[src/rtl/core/brc_pkg.sv]
`timescale 1ns / 1ps

package brc_pkg;

   localparam int unsigned BYTE_W = 8;
   localparam int unsigned TERM_W = 16;
   localparam int unsigned PROD_W = 25;

   localparam logic [TERM_W-1:0] FIRST_OFFSET = 16'd7;
   localparam logic [TERM_W-1:0] PREV_INIT    = 16'd1;
   localparam logic [BYTE_W-1:0] ALPHA_STEP   = 8'd17;
   localparam logic [BYTE_W-1:0] BETA_STEP    = 8'd31;
   localparam logic [TERM_W:0]   MOD_TERM     = 17'd65535;

   typedef logic [TERM_W-1:0] term_type;
   typedef logic [PROD_W-1:0] prod_type;

   // end-around fold, 2^16 = 1 mod 65535
   function automatic term_type mod_term(input prod_type x);
      logic [TERM_W:0] sum;
      logic [TERM_W:0] red;
      sum = {1'b0, x[TERM_W-1:0]} + {8'b0, x[PROD_W-1:TERM_W]};
      red = (sum >= MOD_TERM) ? (sum - MOD_TERM) : sum;
      return red[TERM_W-1:0];
   endfunction

endpackage

[src/rtl/core/byte_recurrence_checksum.sv]
`timescale 1ns / 1ps

// result: the byte marked last passes the input register, then the result register,
//    which it enters only once rsp_ is free; the checksum is then on rsp_
// throughput: one byte per cycle unless a last byte waits for a free result register;
//    the term recurrence is combinational through the two small products and the mod 65535 fold
// reset: synchronous, active high; clears the valid flags and the message state
module byte_recurrence_checksum (
   input  logic        clock,
   input  logic        reset,
   input  logic        req_valid,
   output logic        req_ready,
   input  logic [7:0]  req_data_byte,
   input  logic        req_last_byte,
   output logic        rsp_valid,
   input  logic        rsp_ready,
   output logic [15:0] rsp_checksum
);
   import brc_pkg::*;

   logic              s1_valid_ff, s1_valid_in;
   logic [BYTE_W-1:0] s1_byte_ff;
   logic              s1_last_ff;

   term_type          prev_ff, prev_in;
   term_type          cur_ff, cur_in;
   logic [BYTE_W-1:0] index_ff, index_in;
   logic              in_msg_ff, in_msg_in;

   logic              rsp_valid_ff, rsp_valid_in;
   term_type          rsp_data_ff;

   logic              out_free;
   logic              fire;
   logic [BYTE_W-1:0] alpha;
   logic [BYTE_W-1:0] beta;
   logic [BYTE_W:0]   factor;
   prod_type          prod_p;
   prod_type          prod_q;
   prod_type          mag;
   logic              diff_pos;
   term_type          mag_mod;
   term_type          next_term;
   logic [15:0]       alpha_full;
   logic [15:0]       beta_full;

   assign out_free  = !rsp_valid_ff || rsp_ready;
   assign fire      = s1_valid_ff && (!s1_last_ff || out_free);
   assign req_ready = !s1_valid_ff || fire;

   assign alpha_full = index_ff * ALPHA_STEP;
   assign beta_full  = index_ff * BETA_STEP;
   assign alpha      = alpha_full[BYTE_W-1:0];
   assign beta       = beta_full[BYTE_W-1:0];
   assign factor     = {1'b0, s1_byte_ff} + {1'b0, alpha};

   always_comb begin
      prod_p    = {16'b0, factor} * {9'b0, cur_ff};
      prod_q    = {17'b0, beta} * {9'b0, prev_ff};
      diff_pos  = prod_p >= prod_q;
      mag       = diff_pos ? (prod_p - prod_q) : (prod_q - prod_p);
      mag_mod   = mod_term(mag);
      // negative difference wraps through 2^16, giving (1 - m) mod 65535
      if (diff_pos) begin
         next_term = mag_mod;
      end else if (mag_mod <= 16'd1) begin
         next_term = 16'd1 - mag_mod;
      end else begin
         next_term = 16'd0 - mag_mod;
      end
   end

   always_comb begin
      s1_valid_in = s1_valid_ff;
      if (req_ready) begin
         s1_valid_in = req_valid;
      end
   end

   always_comb begin
      prev_in   = prev_ff;
      cur_in    = cur_ff;
      index_in  = index_ff;
      in_msg_in = in_msg_ff;
      if (fire) begin
         if (!in_msg_ff) begin
            prev_in  = PREV_INIT;
            cur_in   = {8'b0, s1_byte_ff} + FIRST_OFFSET;
            index_in = 8'd1;
         end else begin
            prev_in  = cur_ff;
            cur_in   = next_term;
            index_in = index_ff + 8'd1;
         end
         in_msg_in = !s1_last_ff;
      end
   end

   always_comb begin
      rsp_valid_in = rsp_valid_ff && !rsp_ready;
      if (fire && s1_last_ff) begin
         rsp_valid_in = 1'b1;
      end
   end

   always_ff @(posedge clock) begin
      if (reset) begin
         s1_valid_ff  <= 1'b0;
         prev_ff      <= PREV_INIT;
         cur_ff       <= '0;
         index_ff     <= '0;
         in_msg_ff    <= 1'b0;
         rsp_valid_ff <= 1'b0;
      end else begin
         s1_valid_ff  <= s1_valid_in;
         prev_ff      <= prev_in;
         cur_ff       <= cur_in;
         index_ff     <= index_in;
         in_msg_ff    <= in_msg_in;
         rsp_valid_ff <= rsp_valid_in;
      end
   end

   always_ff @(posedge clock) begin
      if (req_valid && req_ready) begin
         s1_byte_ff <= req_data_byte;
         s1_last_ff <= req_last_byte;
      end
      if (fire && s1_last_ff) begin
         rsp_data_ff <= cur_in;
      end
   end

   assign rsp_valid    = rsp_valid_ff;
   assign rsp_checksum = rsp_data_ff;

   a_last_emits : assert property (@(posedge clock) disable iff (reset)
      fire && s1_last_ff |=> rsp_valid_ff && !in_msg_ff)
      else $error("last byte transfer did not load a checksum");

   a_first_index : assert property (@(posedge clock) disable iff (reset)
      fire && !in_msg_ff |=> index_ff == 8'd1 && prev_ff == PREV_INIT)
      else $error("first byte did not restart the recurrence");

   a_term_range : assert property (@(posedge clock) disable iff (reset)
      in_msg_ff |-> cur_ff != 16'hFFFF)
      else $error("current term out of residue range");

   a_empty_ready : assert property (@(posedge clock) disable iff (reset)
      !s1_valid_ff |-> req_ready)
      else $error("input stalled with an empty input register");

   a_hold_on_stall : assert property (@(posedge clock) disable iff (reset)
      s1_valid_ff && !fire |=> s1_valid_ff && $stable(cur_ff) && $stable(index_ff))
      else $error("state moved while the last byte was held");

endmodule
[config.mk]
export PLATFORM = sky130hd
export DESIGN_NAME = byte_recurrence_checksum
export DESIGN_NICKNAME = d
export VERILOG_FILES = /design/src/rtl/core/brc_pkg.sv /design/src/rtl/core/byte_recurrence_checksum.sv
export SDC_FILE = /design/constraint.sdc
export NUM_CORES = 1
export LEC_CHECK = 0
export BUFFER_PORTS_ARGS = -buffer_cell sky130_fd_sc_hd__buf_2
export CORE_MARGIN = 1.5
export CORE_UTILIZATION = 25
export CTS_BUF_LIST = sky130_fd_sc_hd__clkbuf_4 sky130_fd_sc_hd__clkbuf_8 sky130_fd_sc_hd__clkbuf_16
export CTS_CLUSTER_DIAMETER = 100
export CTS_CLUSTER_SIZE = 30
export DETAILED_ROUTE_END_ITERATION = 10
export PLACE_DENSITY = 0.49
export SYNTH_ARGS = -nofsm -noshare
export SYNTH_HDL_FRONTEND = slang
export SYNTH_SLANG_ARGS = --single-unit
[constraint.sdc]
create_clock -name clock -period 14.2 [get_ports clock]
set_clock_uncertainty 0.2 [all_clocks]
set_input_delay 2.84 -clock clock [delete_from_list [all_inputs] [get_ports clock]]
set_output_delay 2.84 -clock clock [all_outputs]
set_load 0.03 [all_outputs]
==> run summary <==
Commonest non-fill, non-tap cell in the layout: inv_1
Worst EP arrival: 14360 ps
Synth Area in Adders: 0.379
Vias per inst: 4.77
Post-Syn Area: 0.0161 mm²
Syn Inst Count: 1979
Largest net degree at the start of global routing: 45
Rel. slew slack: 0.248
Post-synth EDFFs: 25
Mapped Nets: 2361
Fin crit share: 1.02
Core area: 0.0633 mm²
Setup Total Neg Slack: -4420 ps
Clock Sinks: 68
Iteration count of the initial detailed-routing pass: 7
Number of buffers and inverters on the critical path: 12
Max capacitance violation total: 0
Routed Antenna Nets: 0
Number of CTS-inserted buffers: 9
Seq/Total Area, Yosys: 0.100
Worst Setup Slack, final: -275 ps
Critical Path Slowest Stage Cell: or4_4
CTS tree: done
RSZ-0062 raised after global routing: yes
IO Pins: 31
Commonest cells after routing, fill and taps aside: inv_1, nand2_1, buf_4
Status: finished, violations left
Crit Reg-Reg Endpoint: rsp_checksum[12]$_DFFE_PP_
Multi-input logic area: 0.0139 mm²
H-tree depth: 3
Crit path depth: 70
CP max FO: 6
Final setup fails: 31
Period minus WS final: 14470 ps
Max Slew Vio Count: 0
Critical Path End: rsp_checksum[12]$_DFFE_PP_
Worst-skew pair later-pin latency: 350 ps
CP max stage delay: 580 ps
Residual DRC: 0
Crit path capture type: flip-flop
Critical path class: flip-flop to flip-flop
Synth-to-layout area growth: 24.6%
Filler instances: 6780
Root buffer cell: clkbuf_16
# rows: 92
Post-Route WL: 52800 µm
Library cells used by synthesis: 88
Post-synthesis register bit count: 68
Flop2flop setup slack: -270 ps
Startpoint types: flip-flop
Number of port buffers: 30
Initial antenna violation count: 2
Dpl hpwl: 42800 µm
Register Area: 0.00162 mm²
Final Net Count: 2560
Synth warn: 0
Total gr overflow: 0
Worst-margin pin slew: 1130 ps
Die area: 0.0659 mm²
Failing checks: negative setup slack
Global-route wire length before repair: 82200 µm
GP Congestion: 0.937
Clock-pin slew on the worst setup and hold paths: 70 ps
Post-synthesis xor/xnor area fraction: 0.0664
Vias in the first global route: 14800
First DRT Iteration DRCs: 683
Initial Util: 0.254
Top achievable clock speed: 69.1 MHz
Worst r2r path cells: 70
HP Class: flip-flop to flip-flop
Delay-heaviest family, CP: compound AO/OA/AOI/OAI gates
Routed WL per cell: 17.4 µm
Simple-Gate Fraction of Synth Area: 0.206
GRT Overall Usage: 0.158
Syn avg cell area: 8.13 µm²
Ratio of cells with drive above 1 in the final layout: 0.209
Die Span Y: 257 µm
Most used DFF post-synth: dfxtp_1
Compound-cell area share of the yosys netlist: 0.151
Final hold vios: 0
Worst setup path start: index_ff[2]$_SDFFE_PP0P_
Largest family of logic cells by synthesized area: adder cells
Multiplexer share of the synthesized area: 0.00654
Die W: 257 µm
Via count: 14500
Clk buf depth: 2
Worst path required time: 14090 ps
Startpoint of the worst-slack reg-to-reg timing path: index_ff[2]$_SDFFE_PP0P_
Asr flop ratio synth: 0
==> area by class of cell <==
class / instances / area share
clock buffer: 9 / 0.0112
inverter: 303 / 0.0569
clock inverter: 7 / 0.00412
tap: 846 / 0.0528
sequential: 68 / 0.0810
antenna: 2 / 0.000250
timing repair buffer: 270 / 0.102
multi-input combinational: 1526 / 0.692
==> repair_timing <==
item	in CTS	in global routing
gates resized for setup	68	92
buffers inserted	17	22
pin swaps	29	54
setup endpoints to repair	32	32
cloned	1	0
hold buffers	0	0
==> Yosys cell counts (all sizes together), types with 14 or more instances <==
library cell,n,area (µm²)
a21o,25,188
o21ai,67,339
inv,303,1140
nor2b,38,238
xor2,36,315
a211oi,17,138
xnor2,85,752
nand3,50,255
nand2,233,877
o21a,15,113
nand4,19,119
and2,146,913
a31oi,14,103
ha,172,2150
a21oi,128,644
nor2,77,297
edfxtp,25,751
nor3,30,155
fa,197,3940
nand2b,16,103
dfxtp,43,861
o21bai,31,236
clkbuf,71,267
==> worst min-delay path by stage <==
stage	from	end	slack [ps]	cells after the start
floorplan	cur_ff[6]$_SDFF_PP0_	prev_ff[6]$_SDFFE_PP0P_	260	2
global placement	s1_valid_ff$_SDFFE_PP0N_	s1_valid_ff$_SDFFE_PP0N_	330	2
detailed placement	s1_valid_ff$_SDFFE_PP0N_	s1_valid_ff$_SDFFE_PP0N_	350	2
CTS	s1_valid_ff$_SDFFE_PP0N_	s1_valid_ff$_SDFFE_PP0N_	360	2
global route	index_ff[7]$_SDFFE_PP0P_	index_ff[7]$_SDFFE_PP0P_	420	2
finish	s1_valid_ff$_SDFFE_PP0N_	s1_valid_ff$_SDFFE_PP0N_	360	2
==> kinds of logic (layout without fill, tap and decap cells) <==
kind of cell | after synthesis | count (layout)
muxes | 9 | 9
DFF | 68 | 68
AOI/OAI and AO/OA | 370 | 370
other | 0 | 2
xor gates and xnor gates | 121 | 121
and+or+nand+nor | 657 | 657
adders and majority gates | 369 | 369
buffers and inverters | 385 | 589
==> per-stage QoR <==
| stage | hold WS (ps) | area [µm²] | cells | setup WS, ps | utilization |
|---|---|---|---|---|---|
| after detailed placement | 352 | 18600 | 2974 | -444 | 0.294 |
| after floorplan | 263 | 16200 | 1979 | 2.42 | - |
| after CTS | 362 | 19400 | 3007 | -53.1 | 0.306 |
| after global routing | 420 | 20000 | 3029 | -887 | 0.317 |
| final | 356 | 20000 | 3031 | -275 | 0.317 |
| after global placement | 332 | 18600 | 2974 | -242 | 0.294 |
==> worst reg2reg max path: cells and delay by family, from the launching register on <==
family	cells	cell delay [ps]
AND/OR/NAND/NOR	12	2200
XOR/XNOR	4	680
buffers and inverters	12	1270
flip-flops	1	370
AO/OA/AOI/OAI	30	4810
adder cells (fa/ha/maj)	11	4410
multiplexers	1	270
==> state kept, by name, summed over array words and instances, names as in the netlist <==
signal and count:
s1_byte_ff 8, cur_ff 16, rsp_valid 1, in_msg_ff 1
s1_last_ff 1, prev_ff 16, s1_valid_ff 1, index_ff 8
rsp_checksum 16
==> metal layers <==
metal / up-vias / wire length (µm) / GRT usage
met4: 0 / 1430 / 0.0433
met3: 60 / 1770 / 0.0174
met2: 239 / 25400 / 0.268
met5: - / 0 / 0
met1: 7298 / 24200 / 0.211
li1: 6867 / - / -
Power is left out: the tool's default activity adds up to more than one toggle a clock period on the data nets, which glitch-free logic cannot reach.
